[config.mk]
export PLATFORM = sky130hd
export DESIGN_NAME = http_chunked_body_decoder_unit
export DESIGN_NICKNAME = d
export VERILOG_FILES = /design/src/hcbd_pkg.sv /design/src/http_chunked_body_decoder_unit.sv
export VERILOG_INCLUDE_DIRS = /design/src /design/src/src
export SDC_FILE = /design/constraint.sdc
export NUM_CORES = 1
export LEC_CHECK = 0
export BUFFER_PORTS_ARGS = -buffer_cell sky130_fd_sc_hd__buf_2
export CORE_MARGIN = 2
export CORE_UTILIZATION = 30
export CTS_BUF_LIST = sky130_fd_sc_hd__clkbuf_16
export DETAILED_ROUTE_END_ITERATION = 12
export PLACE_DENSITY = 0.54
export SLEW_MARGIN = 20
export SYNTH_ARGS = -nofsm -noshare
export SYNTH_HDL_FRONTEND = slang
export SYNTH_SLANG_ARGS = --single-unit
[constraint.sdc]
create_clock -name clk -period 4.4 [get_ports clk]
set_input_delay 0.44 -clock clk [delete_from_list [all_inputs] [get_ports clk]]
set_output_delay 0.44 -clock clk [all_outputs]
set_load 0.005 [all_outputs]
[src/http_chunked_body_decoder_unit_macros.svh]
// ---------------------------------------------------------------------------
// assertion macros for the chunked body decoder
// shared property forms, clocked on clk and held off during rst
// ---------------------------------------------------------------------------
`ifndef HTTP_CHUNKED_BODY_DECODER_UNIT_MACROS_SVH
`define HTTP_CHUNKED_BODY_DECODER_UNIT_MACROS_SVH

// same-cycle implication
`define HCBD_ASSERT_SAME(label, ante, cons) \
  label: assert property (@(posedge clk) disable iff (rst) (ante) |-> (cons)) \
    else $error("hcbd same-cycle check failed");

// next-cycle implication
`define HCBD_ASSERT_NEXT(label, ante, cons) \
  label: assert property (@(posedge clk) disable iff (rst) (ante) |=> (cons)) \
    else $error("hcbd next-cycle check failed");

`endif

[src/hcbd_pkg.sv]
// ---------------------------------------------------------------------------
// hcbd_pkg
// types, constants and helpers for the chunked body decoder
// ---------------------------------------------------------------------------
package hcbd_pkg;

  localparam int SIZE_LINE_CHARS_DEFAULT = 15;
  localparam int ADDRESS_BITS_DEFAULT    = 17;

  localparam int CAPACITY_W = 18;
  localparam logic [CAPACITY_W-1:0] CAPACITY_RESET = 18'd65536;

  localparam logic [7:0] CHAR_CR = 8'h0d;
  localparam logic [7:0] CHAR_LF = 8'h0a;

  localparam int SIZE_W = 32;

  typedef enum logic [1:0] {
    PH_SIZE    = 2'd0,
    PH_DATA    = 2'd1,
    PH_TRAILER = 2'd2,
    PH_DONE    = 2'd3
  } phase_t;

  typedef struct packed {
    logic       ok;
    logic [3:0] value;
  } hex_digit_t;

  function automatic hex_digit_t hex_decode(input logic [7:0] c);
    hex_digit_t h;
    h.ok    = 1'b0;
    h.value = 4'd0;
    if (c >= 8'h30 && c <= 8'h39) begin
      h.ok    = 1'b1;
      h.value = 4'(c - 8'h30);
    end else if (c >= 8'h61 && c <= 8'h66) begin
      h.ok    = 1'b1;
      h.value = 4'(c - 8'h57);
    end else if (c >= 8'h41 && c <= 8'h46) begin
      h.ok    = 1'b1;
      h.value = 4'(c - 8'h37);
    end
    return h;
  endfunction

endpackage

[src/http_chunked_body_decoder_unit.sv]
// an accepted beat is held in the input register, then decoded into the output register once that is free
// throughput: one beat per cycle while m_axis_tready stays high, set by the state update
// both sides are decoupled by an input register and an output register
// rst is synchronous: capacity returns to 65536 and the transfer state clears
// ---------------------------------------------------------------------------
// http_chunked_body_decoder_unit
// decodes a chunked http body into payload buffer writes, one byte a beat
// ---------------------------------------------------------------------------
`include "http_chunked_body_decoder_unit_macros.svh"

module http_chunked_body_decoder_unit #(
  parameter int SIZE_LINE_CHARS = hcbd_pkg::SIZE_LINE_CHARS_DEFAULT,
  parameter int ADDRESS_BITS    = hcbd_pkg::ADDRESS_BITS_DEFAULT,
  localparam int OFFSET_W = ADDRESS_BITS + 1,
  localparam int OUT_RAW  = 2 * ADDRESS_BITS + 12,
  localparam int OUT_W    = ((OUT_RAW + 7) / 8) * 8
) (
  input  logic                            clk,
  input  logic                            rst,
  input  logic                            capacity_wr_en,
  input  logic [hcbd_pkg::CAPACITY_W-1:0] capacity_wr_data,
  input  logic                            s_axis_tvalid,
  output logic                            s_axis_tready,
  input  logic [7:0]                      s_axis_tdata,  // data_byte
  input  logic [0:0]                      s_axis_tuser,  // command
  output logic                            m_axis_tvalid,
  input  logic                            m_axis_tready,
  // write_valid, write_address, write_data, received_length, overflow_flag,
  // finished, zero fill
  output logic [OUT_W-1:0]                m_axis_tdata
);

  localparam int CNT_W = $clog2(SIZE_LINE_CHARS + 1);
  localparam int CMP_W = (OFFSET_W > hcbd_pkg::CAPACITY_W) ? OFFSET_W : hcbd_pkg::CAPACITY_W;
  localparam logic [CMP_W-1:0] ADDR_LIMIT = CMP_W'(1) << ADDRESS_BITS;

  logic [hcbd_pkg::CAPACITY_W-1:0] capacity;

  logic       in_valid;
  logic       in_cmd;
  logic [7:0] in_byte;

  logic out_valid;
  logic load;

  hcbd_pkg::phase_t             phase, phase_next;
  logic [hcbd_pkg::SIZE_W-1:0]  size_value, size_value_next;
  logic [CNT_W-1:0]             digit_count, digit_count_next;
  logic                         digits_stopped, digits_stopped_next;
  logic [hcbd_pkg::SIZE_W-1:0]  chunk_left, chunk_left_next;
  logic [OFFSET_W-1:0]          write_offset, write_offset_next;
  logic                         overflowed, overflowed_next;

  logic                    wr_valid;
  logic [ADDRESS_BITS-1:0] wr_address;
  logic [7:0]              wr_data;

  hcbd_pkg::hex_digit_t hex;
  logic [CMP_W-1:0]     cap_ext;
  logic [CMP_W-1:0]     cap_lim;
  logic [CMP_W-1:0]     off_ext;

  logic                    out_wr_valid;
  logic [ADDRESS_BITS-1:0] out_wr_address;
  logic [7:0]              out_wr_data;
  logic [OFFSET_W-1:0]     out_length;
  logic                    out_overflow;
  logic                    out_finished;

  assign load          = in_valid && (!out_valid || m_axis_tready);
  assign s_axis_tready = !in_valid || load;
  assign m_axis_tvalid = out_valid;

  assign m_axis_tdata = {{(OUT_W - OUT_RAW){1'b0}}, out_finished, out_overflow, out_length,
                         out_wr_data, out_wr_address, out_wr_valid};

  // configuration
  always_ff @(posedge clk) begin
    if (rst) begin
      capacity <= hcbd_pkg::CAPACITY_RESET;
    end else if (capacity_wr_en) begin
      capacity <= capacity_wr_data;
    end
  end

  // input register
  always_ff @(posedge clk) begin
    if (rst) begin
      in_valid <= 1'b0;
    end else if (s_axis_tready) begin
      in_valid <= s_axis_tvalid;
    end
  end

  always_ff @(posedge clk) begin
    if (s_axis_tready && s_axis_tvalid) begin
      in_cmd  <= s_axis_tuser[0];
      in_byte <= s_axis_tdata;
    end
  end

  assign hex     = hcbd_pkg::hex_decode(in_byte);
  assign cap_ext = CMP_W'(capacity);
  assign cap_lim = (cap_ext > ADDR_LIMIT) ? ADDR_LIMIT : cap_ext;
  assign off_ext = CMP_W'(write_offset);

  always_comb begin
    phase_next          = phase;
    size_value_next     = size_value;
    digit_count_next    = digit_count;
    digits_stopped_next = digits_stopped;
    chunk_left_next     = chunk_left;
    write_offset_next   = write_offset;
    overflowed_next     = overflowed;
    wr_valid            = 1'b0;
    wr_address          = '0;
    wr_data             = '0;
    if (in_cmd) begin
      phase_next          = hcbd_pkg::PH_SIZE;
      size_value_next     = '0;
      digit_count_next    = '0;
      digits_stopped_next = 1'b0;
      chunk_left_next     = '0;
      write_offset_next   = '0;
      overflowed_next     = 1'b0;
    end else begin
      case (phase)
        hcbd_pkg::PH_SIZE: begin
          if (in_byte == hcbd_pkg::CHAR_LF) begin
            chunk_left_next     = size_value;
            size_value_next     = '0;
            digit_count_next    = '0;
            digits_stopped_next = 1'b0;
            phase_next = (size_value == '0) ? hcbd_pkg::PH_DONE : hcbd_pkg::PH_DATA;
          end else if (in_byte != hcbd_pkg::CHAR_CR &&
                       digit_count < CNT_W'(SIZE_LINE_CHARS)) begin
            digit_count_next = digit_count + CNT_W'(1);
            if (!hex.ok) begin
              digits_stopped_next = 1'b1;
            end else if (!digits_stopped) begin
              // saturate once a digit would shift out of the top
              size_value_next = (|size_value[31:28]) ? '1 : {size_value[27:0], hex.value};
            end
          end
        end
        hcbd_pkg::PH_DATA: begin
          if (!overflowed) begin
            if (off_ext < cap_lim) begin
              wr_valid          = 1'b1;
              wr_address        = write_offset[ADDRESS_BITS-1:0];
              wr_data           = in_byte;
              write_offset_next = write_offset + OFFSET_W'(1);
              if (off_ext + CMP_W'(1) >= cap_lim) begin
                overflowed_next = 1'b1;
              end
            end else begin
              overflowed_next = 1'b1;
            end
          end
          chunk_left_next = chunk_left - hcbd_pkg::SIZE_W'(1);
          if (chunk_left == hcbd_pkg::SIZE_W'(1)) begin
            phase_next = hcbd_pkg::PH_TRAILER;
          end
        end
        hcbd_pkg::PH_TRAILER: begin
          if (in_byte == hcbd_pkg::CHAR_LF) begin
            phase_next = hcbd_pkg::PH_SIZE;
          end
        end
        default: begin
        end
      endcase
    end
  end

  // transfer state
  always_ff @(posedge clk) begin
    if (rst) begin
      phase          <= hcbd_pkg::PH_SIZE;
      size_value     <= '0;
      digit_count    <= '0;
      digits_stopped <= 1'b0;
      chunk_left     <= '0;
      write_offset   <= '0;
      overflowed     <= 1'b0;
    end else if (load) begin
      phase          <= phase_next;
      size_value     <= size_value_next;
      digit_count    <= digit_count_next;
      digits_stopped <= digits_stopped_next;
      chunk_left     <= chunk_left_next;
      write_offset   <= write_offset_next;
      overflowed     <= overflowed_next;
    end
  end

  // output register
  always_ff @(posedge clk) begin
    if (rst) begin
      out_valid <= 1'b0;
    end else if (load) begin
      out_valid <= 1'b1;
    end else if (m_axis_tready) begin
      out_valid <= 1'b0;
    end
  end

  always_ff @(posedge clk) begin
    if (load) begin
      out_wr_valid   <= wr_valid;
      out_wr_address <= wr_address;
      out_wr_data    <= wr_data;
      out_length     <= write_offset_next;
      out_overflow   <= overflowed_next;
      out_finished   <= (phase_next == hcbd_pkg::PH_DONE);
    end
  end

  // a shown write always sits just below the reported length
  `HCBD_ASSERT_SAME(a_write_matches_length, out_valid && out_wr_valid, (OFFSET_W'(out_wr_address) + OFFSET_W'(1)) == out_length)

  // no payload beat once the terminating chunk is seen
  `HCBD_ASSERT_SAME(a_no_write_when_finished, out_valid && out_finished, !out_wr_valid)

  // overflow stays set until a start command
  `HCBD_ASSERT_NEXT(a_overflow_sticky, overflowed && !(load && in_cmd), overflowed)

  // a held result beat keeps its payload
  `HCBD_ASSERT_NEXT(a_result_held, out_valid && !m_axis_tready, out_valid && $stable(m_axis_tdata))

endmodule

**After elaboration in Yosys (flattened, before gate mapping)**

Cells that the tools add are included.

- Memory bits (writable): 0
- Bits in registers: 165
- Bits in latches: 0
- Word-level logic and storage cells: 110
- Output and inout port bits: 50
- Memories: 0
- Bits in read-only memories: 0
- Input port bits: 32

- Add/sub/neg operators: 6
- $mul: 0
- Shift operators: 0
- Order comparisons: 10
- Reduce and logical (&&, ||, !) cells: 24
- Eq/ne operators: 9
- Divide/modulo/power cells: 0
- Bitwise logic cells: 2
- Muxes and demuxes: 41

Operator list:

| cell | number |
|---|---|
| 32-bit 2-to-1 mux | 9 |
| 18-bit 2-to-1 mux | 5 |
| 32-bit case mux with 2 select lines | 1 |
| 32-bit by 1-bit equality test with 1-bit output (second input constant) | 1 |
| 32-bit logical NOT | 1 |
| 32-bit by 1-bit subtractor with 32-bit output (second input constant) | 1 |
| 18-bit by 1-bit adder with 18-bit output (second input constant) | 1 |
| 18-bit >= comparator | 1 |
| 18-bit greater-than comparator (second input constant) | 1 |
| 18-bit less-than comparator | 1 |
| 8-bit by 7-bit >= comparator with 1-bit output (second input constant) | 2 |
| 8-bit by 7-bit less-or-equal comparator with 1-bit output (second input constant) | 2 |
| 4-bit 2-to-1 mux | 4 |
| 5-bit 2-to-1 mux | 3 |
| 1-bit 2-to-1 mux | 13 |
| 2-bit 2-to-1 mux | 5 |
| 3-bit nonzero test | 3 |
| 8-bit by 4-bit equality test with 1-bit output (second input constant) | 1 |
| 8-bit by 6-bit >= comparator with 1-bit output (second input constant) | 1 |
| 8-bit by 6-bit less-or-equal comparator with 1-bit output (second input constant) | 1 |
| 8-bit by 4-bit != test with 1-bit output (second input constant) | 1 |
| 4-bit OR reduction | 2 |
| 4-bit by 3-bit subtractor with 4-bit output (second input constant) | 2 |
| 1-bit logical AND | 6 |
| other kinds (17) | 24 |

**Depth between registers and ports, before layout**

Gate-level depths: netlist (run 1).

- Depth in word-level cells: 12
- Depth in mapped cells: 14
- Mapped depth without buffers: 13

**Worst setup path after synthesis (run 1)**

OpenSTA, ideal clock, no wires.

- Path type: reg-to-reg
- From: register capacity, in the netlist cap_ext[9]
- To: register out_length[12], data pin
- Slack: 0.669 ns
- Library setup time: 0.270 ns
- Buffers on the path: 2
- Clock period less this slack: 3.731 ns
- Stages on the path, launching flop included: 14
- Arrival time: 3.460 ns
- Data required time: 4.130 ns
- Cells stage by stage: dfxtp_1 > nor4_1 > nand4_1 > o41ai_1 > nand2_1 > ha_1 > and4_1 > and2_4 > a221oi_4 > nand3_2 > clkbuf_1 > clkbuf_1 > o211ai_1 > o31ai_1

- Cells in the longest elaborated chain, start to end: 7

RTL lines:

| element | RTL line | source |
|---|---|---|
| start: declaration | http_chunked_body_decoder_unit.sv:37 | `logic [hcbd_pkg::CAPACITY_W-1:0] capacity;` |
| start signal: assignment | http_chunked_body_decoder_unit.sv:80 | `capacity <= hcbd_pkg::CAPACITY_RESET;` |
| start signal: assignment | http_chunked_body_decoder_unit.sv:82 | `capacity <= capacity_wr_data;` |
| 18-bit greater-than comparator | http_chunked_body_decoder_unit.sv:104 | `assign cap_lim = (cap_ext > ADDR_LIMIT) ? ADDR_LIMIT : cap_ext;` |
| 18-bit 2-to-1 mux * | http_chunked_body_decoder_unit.sv:104 |  |
| 18-bit less-than comparator * | http_chunked_body_decoder_unit.sv:148 | `if (off_ext < cap_lim) begin` |
| 18-bit 2-to-1 mux * | http_chunked_body_decoder_unit.sv:148 |  |
| 18-bit 2-to-1 mux * | http_chunked_body_decoder_unit.sv:147 | `if (!overflowed) begin` |
| 18-bit 2-to-1 mux * | http_chunked_body_decoder_unit.sv:127 | `case (phase)` |
| 18-bit 2-to-1 mux * | http_chunked_body_decoder_unit.sv:118 | `if (in_cmd) begin` |
| named net write_offset_next[12] | http_chunked_body_decoder_unit.sv:51 | `logic [OFFSET_W-1:0] write_offset, write_offset_next;` |
| end signal: assignment | http_chunked_body_decoder_unit.sv:213 | `out_length <= write_offset_next;` |
| end: declaration | http_chunked_body_decoder_unit.sv:66 | `logic [OFFSET_W-1:0] out_length;` |

Mark *: on every way through the listed nets, which the timed path passes. The rest lies on a longest branch.
A chain may end at the register's enable or synchronous reset.

**Final worst setup path (run 1)**

- From: register write_offset[1], in the netlist off_ext[1]
- To: register out_overflow, data pin

- Cells in the longest elaborated chain, start to end: 7
- Elaborated cells on any way between the ends: 8
- Classes of those cells: add/sub (1); order compare (2); mux (5)

RTL lines:

| element | RTL line | source |
|---|---|---|
| start: declaration | http_chunked_body_decoder_unit.sv:51 |  |
| start signal: assignment | http_chunked_body_decoder_unit.sv:192 | `write_offset <= write_offset_next;` |
| 18-bit by 1-bit adder with 18-bit output | http_chunked_body_decoder_unit.sv:153 | `if (off_ext + CMP_W'(1) >= cap_lim) begin` |
| 18-bit >= comparator | http_chunked_body_decoder_unit.sv:153 |  |
| 1-bit 2-to-1 mux | http_chunked_body_decoder_unit.sv:153 |  |
| 1-bit 2-to-1 mux * | http_chunked_body_decoder_unit.sv:148 |  |
| 1-bit 2-to-1 mux * | http_chunked_body_decoder_unit.sv:147 |  |
| 1-bit 2-to-1 mux * | http_chunked_body_decoder_unit.sv:127 |  |
| 1-bit 2-to-1 mux * | http_chunked_body_decoder_unit.sv:118 |  |
| named net overflowed_next | http_chunked_body_decoder_unit.sv:52 | `logic overflowed, overflowed_next;` |
| end signal: assignment | http_chunked_body_decoder_unit.sv:214 | `out_overflow <= overflowed_next;` |
| end: declaration | http_chunked_body_decoder_unit.sv:67 | `logic out_overflow;` |

Marks and branches as above.

==> flow_summary.yaml, run 1 <==
layout:
  nFillCells: 2998
  area_growth_pct: 14.7
  final_nets: 1120
  stdcell_area_um2: 10200
  seq_area_um2: 3850
  final_core_util: 0.352
  antenna_cells: 0
  drive_above_1_share: 0.140
  multiInputGateArea_um2: 4620
synth:
  syn_area_um2: 8860
  synth_edf_count: 55
  synth_common_cells: "nand2_1, dfxtp_1, a21oi_1"
  synth_area_leaders: "dfxtp_1, edfxtp_1, ha_1"
  yosysTopAreaCellShare: 0.249
  ys_warn_count: 0
  syn_inst: 1006
  ys_ff_latch: 165
  yosys.area.top_type: "dfxtp_1"
  ys_seq_area_frac: 0.435
  syn_area_per_cell_um2: 8.81
  synth_top_flop_cell: "dfxtp_1"
  yosysMostFrequentCell: "nand2_1"
  async_reset_ff_frac: 0
  synth_cell_type_count: 72
critical_path:
  arrival_ns: 4.13
  worstSetupStartpointType: "flip-flop"
  critPathKind: "flip-flop to flip-flop"
  crit_chain: "ha_1 -> nand3_1 -> or3_1 -> nor2_4 -> nand4_1 -> xnor2_1 -> ha_1 -> nand4_1 -> a2111oi_0 -> nor3_1 -> o31ai_1"
  end_kind: "flip-flop"
  cp_slowest_cell: "or3_1"
  cpPeakStageDelay_ns: 0.54
  path_buf_inv: 0
  rr_worst_depth: 11
  crit_required_ns: 4.64
  crit_family: "simple AND/OR/NAND/NOR gates"
  crit_cells: 11
  critPathMaxFanout: 7
place:
  port_buffers: 79
  dp_hpwl_um: 16800
  pre_cts_slack_ns: 0.503
  gp_congestion: 0.817
  dpl_cell_area_um2: 9530
global_routing:
  grt_max_degree: 63
  antenna_found_initial: 0
  grt_pass1_vias: 7174
  grt_use_total: 0.160
  grt_pass1_wl_um: 39200
  overflow: 0
cts:
  path_clk_slew_ns: 0.08
  post_cts_resized: 0
  cts_setup_buffers: 0
  htreeDepth: 4
  cts_buffer_depth: 2
  clock_latency_ns: 0.45
  cts_tree: "yes"
  postCtsHoldBufs: 0
  cts_inserted_buffers: 17
  clockRootBuffer: "clkbuf_16"
  cts_sinks: 165
sta:
  finalCriticalPeriod_ns: 3.89
  clock.fmax_mhz: 257
  setup_viol: 0
  fin_setup_tns_ns: 0
  max-slew-margin-rel: 0.408
  setup_ws_ns: 0.509
  timing.final.max_slew_violations: 0
  rsz0062_at_grt: "no"
  timing.hold.ws_ns: 0.172
  worst_pin_slew_ns: 0.865
  hold_viol_final: 0
  fin_crit_sh: 0.884
  fin_skew_ns: 0.0201
routing:
  num_vias: 7576
  wl_um: 24600
  first_pass_iters: 4
  ant_nets: 0
  wl_per_cell_um: 17.0
  vias_per_cell: 5.26
  drc: 0
  drtIter0Drc: 655
run:
  maxCapViolations: 0
power:
  power_density_nw_per_um2: 337
  vdd_drop_max_mv: 0.241
  p_leak_nw: 3.79
floorplan:
  dieHeight_um: 176
  die_area_um2: 30900
  start_util: 0.307
  ios: 82
  coreArea_um2: 28900
  die_w_um: 176
  rows: 62
outcome:
  status: "completed"
min_path:
  holdPathStages: 1
  hold_class: "input port to flip-flop"
final timing paths:
| check | start | end | slack (ns) |
|---|---|---|---|
| max | off_ext[1] | out_overflow | 0.51 |
| min | s_axis_tdata[7] | in_byte[7] | 0.17 |
| min reg2reg | chunk_left[30] | chunk_left[30] | 0.46 |
| max reg2reg | off_ext[1] | out_overflow | 0.51 |
per-stage QoR:
step / cells / power [mW]
4_1_cts: 1441 / 3.46
3_3_place_gp: 1409 / 1.87
3_5_place_dp: 1409 / 1.87
5_1_grt: 1441 / 3.55
2_1_floorplan: 1007 / 1.79
6_report: 1441 / 3.43
worst register-to-register path, cell delays in order, from the launching register on:
cell and delay [ns]:
dfxtp_1 0.48, ha_1 0.28, nand3_1 0.26, or3_1 0.54, nor2_4 0.22, nand4_1 0.27
xnor2_1 0.22, ha_1 0.33, nand4_1 0.14, a2111oi_0 0.54, nor3_1 0.16, o31ai_1 0.26
state kept, by name, indices dropped and copies added, names as in the netlist, 8 cells and up:
register	flops
size_value	32
out_length	18
in_byte	8
out_wr_address	17
out_wr_data	8
off_ext	18
cap_ext	18
chunk_left	32
kinds of logic after synthesis:
kind of cell | after synthesis | synth area share
muxes | 21 | 0.0237
buffers and inverters | 95 | 0.0448
adders and majority gates | 44 | 0.0621
and+or+nand+nor | 370 | 0.214
xor gates and xnor gates | 21 | 0.0208
DFF | 165 | 0.435
other | 1 | 0.000423
AOI/OAI and AO/OA | 289 | 0.199
cell usage in the layout, fill, tap and decap left out, types with 8 or more instances in the layout:
cell type | netlist | final
inv_1 | 17 | 16
nand3_1 | 25 | 25
mux2i_1 | 21 | 21
a22oi_1 | 11 | 11
a31oi_1 | 17 | 17
and3_1 | 12 | 12
nand2_1 | 117 | 117
edfxtp_1 | 55 | 55
a21oi_1 | 99 | 99
buf_2 | 11 | 78
nor3_1 | 19 | 19
dfxtp_1 | 110 | 110
and2_1 | 25 | 25
o21ai_0 | 89 | 89
xor2_1 | 8 | 8
ha_1 | 44 | 44
nand4_1 | 11 | 11
nor4_1 | 19 | 19
nor2_1 | 69 | 69
clkbuf_16 | 0 | 17
xnor2_1 | 13 | 13
o211ai_1 | 17 | 17
or4_1 | 19 | 19
or3_1 | 19 | 19
buf_4 | 7 | 16
routing by layer:
metal / routed length, um / GRT usage / part of all wire / vias to the layer above
li1: - / - / - / 3786
met2: 12300 / 0.279 / 0.50 / 181
met1: 11000 / 0.203 / 0.45 / 3587
met3: 1000 / 0.0290 / 0.041 / 22
met5: 0 / 0 / 0 / -
met4: 277 / 0.0396 / 0.011 / 0
report_power, final:
| part | leakage, nW | internal (mW) | total [mW] | switching (mW) |
|---|---|---|---|---|
| clock network | 0.306 | 0.872 | 1.59 | 0.718 |
| registers | 1.41 | 1.60 | 1.63 | 0.0246 |
| logic | 2.08 | 0.0717 | 0.208 | 0.137 |
| total | 3.79 | 2.55 | 3.43 | 0.879 |
cell type report:
class,count,share of cell area
Inverter,19,0.00702
Clock inverter,15,0.0198
Clock buffer,17,0.0419
Sequential cell,165,0.379
Timing Repair Buffer,94,0.0502
Multi-Input combinational cell,747,0.454
Tap cell,384,0.0473
Power figures use the tool's default switching activity.
==> run 2: changes to the inputs <==
==> constraint.sdc (replaced) <==
create_clock -name clk -period 4 [get_ports clk]
set_input_delay 0.4 -clock clk [delete_from_list [all_inputs] [get_ports clk]]
set_output_delay 0.4 -clock clk [all_outputs]
set_load 0.005 [all_outputs]
==> run 2 against run 1 <==
  * First-iteration DRC count decreased by 3.8%
  * Critical endpoint unchanged
  * Highest routed layer unchanged
  * Total power up 11%
  * Die area unchanged
  * Sequential power grew 9.8%
==> flow_summary.yaml, run 2 (synthesis results as in run 1) <==
place:
  pre_cts_slack_ns: 0.140
  dp.cells: 1413
  dp_hpwl_um: 17000
  gp_congestion: 0.830
  port_buffers: 79
floorplan:
  coreArea_um2: 28900
  rows: 62
  die_area_um2: 30900
  ios: 82
  start_util: 0.307
  dieHeight_um: 176
  die_w_um: 176
critical_path:
  end_kind: "flip-flop"
  arrival_ns: 3.94
  worstSetupStartpointType: "flip-flop"
  critPathKind: "flip-flop to flip-flop"
  crit_required_ns: 4.25
  critPathMaxFanout: 7
sta:
  fin_skew_ns: 0.00936
  clock.fmax_mhz: 271
  finalCriticalPeriod_ns: 3.69
  hold_viol_final: 0
  setup_viol: 0
  timing.final.max_slew_violations: 0
  worst_pin_slew_ns: 1.01
  fin_setup_tns_ns: 0
  setup_ws_ns: 0.311
  rsz0062_at_grt: "no"
  fin_crit_sh: 0.922
  timing.hold.ws_ns: 0.140
  max-slew-margin-rel: 0.327
cts:
  postCtsHoldBufs: 0
  clockRootBuffer: "clkbuf_16"
  path_clk_slew_ns: 0.07
  cts_tree: "yes"
  htreeDepth: 4
  cts_setup_buffers: 0
  clock_latency_ns: 0.43
  cts_inserted_buffers: 17
  cts_buffer_depth: 2
  cts_sinks: 165
global_routing:
  grt_pass1_wl_um: 39900
  globalRouteMet1Util: 0.208
  grt_use_total: 0.162
  use_met2: 0.279
  grt_pass1_vias: 7327
  overflow: 0
  grt_max_degree: 59
  antenna_found_initial: 0
  grtUsageMet3: 0.0281
  grt.busiest_layer: "met2"
routing:
  first_pass_iters: 8
  num_vias: 7627
  wl_per_cell_um: 17.2
  vias_per_cell: 5.28
  ant_nets: 0
  wl_um: 24900
  drc: 0
  drtIter0Drc: 630
power:
  p_int_mw: 2.86
  power_density_nw_per_um2: 374
  p_leak_nw: 3.83
  vdd_drop_max_mv: 0.262
  combPwrFrac: 0.061
  netSwitchingPower_uw: 957
  clkPwrFrac: 0.470
  p_sw_frac: 0.251
  p_seq_frac: 0.469
layout:
  drive_above_1_share: 0.145
  antenna_cells: 0
  area_growth_pct: 15.4
  layout.cells.most_common: "nand2_1"
  stdcell_count: 1445
  final_nets: 1124
  reg_top3: "chunk_left x32, size_value x32"
  layout_common_cells: "nand2_1, dfxtp_1, a21oi_1"
run:
  maxCapViolations: 0
min_path:
  hold_class: "input port to flip-flop"
outcome:
  status: "completed"
-- run 2: changes by cell type in the layout (fill, tap and decap cells not counted), sizes merged --
cell | previous run | this run
buf | 94 | 98
bufinv | 2 | 3
clkinv | 6 | 5
-- run 2: layout make-up --
| cell class | instances | area (um^2) |
|---|---|---|
| clock buffers | 17 | 425 |
| clock inverters | 15 | 209 |
| fillers | 3012 | 18600 |
| inverters | 19 | 71.3 |
| multi-input cells | 747 | 4630 |
| flip-flops and latches | 165 | 3850 |
| well taps | 384 | 480 |
| repair buffers | 98 | 553 |
-- run 2: critical path, stage by stage (launching register included) --
cell and delay, ns:
dfxtp_1 0.47, ha_1 0.29, nand3_1 0.28, or3_4 0.48, nor2_4 0.19, nand4_1 0.25, xnor2_1 0.21, ha_1 0.33
nand4_1 0.18, a2111oi_2 0.44, nor3_1 0.14, o31ai_1 0.26
-- run 2: per-stage QoR --
stage | util | area (um^2) | total power [mW]
3_3_place_gp | 0.332 | 9580 | 2.06
6_report | 0.354 | 10200 | 3.82
4_1_cts | 0.354 | 10200 | 3.85
5_1_grt | 0.354 | 10200 | 3.95
3_5_place_dp | 0.332 | 9580 | 2.06
2_1_floorplan | - | 8860 | 1.97
-- run 2: timing repair --
action | 4_1_cts | 5_1_grt
endpoints found under the hold margin | 0 | 0
resized for setup | 0 | 3
setup endpoints to repair | 0 | 2
-- run 2: final timing paths --
| kind | to | startpoint | slack [ns] | depth (start not counted) |
|---|---|---|---|---|
| worst max register to register | out_overflow | off_ext[1] | 0.31 | 11 |
| worst min-delay path | in_cmd | s_axis_tuser | 0.14 | 1 |
| worst min register to register | chunk_left[26] | chunk_left[26] | 0.46 | 1 |
| worst max-delay path | out_overflow | off_ext[1] | 0.31 | 11 |
-- run 2: power by group through the flow --
stage,sequential (mW),clock (mW),combinational (mW)
floorplan,1.82,0,0.145
global placement,1.83,0,0.233
detailed placement,1.83,0,0.234
CTS,1.79,1.83,0.236
global route,1.79,1.90,0.262
finish,1.79,1.79,0.235
-- run 2: routing by layer --
metal	up-vias	wire (um)	share of wire
li1	3788	-	-
met1	3644	11100	0.45
met2	171	12400	0.50
met3	24	914	0.037
met4	0	431	0.017
met5	-	0	0
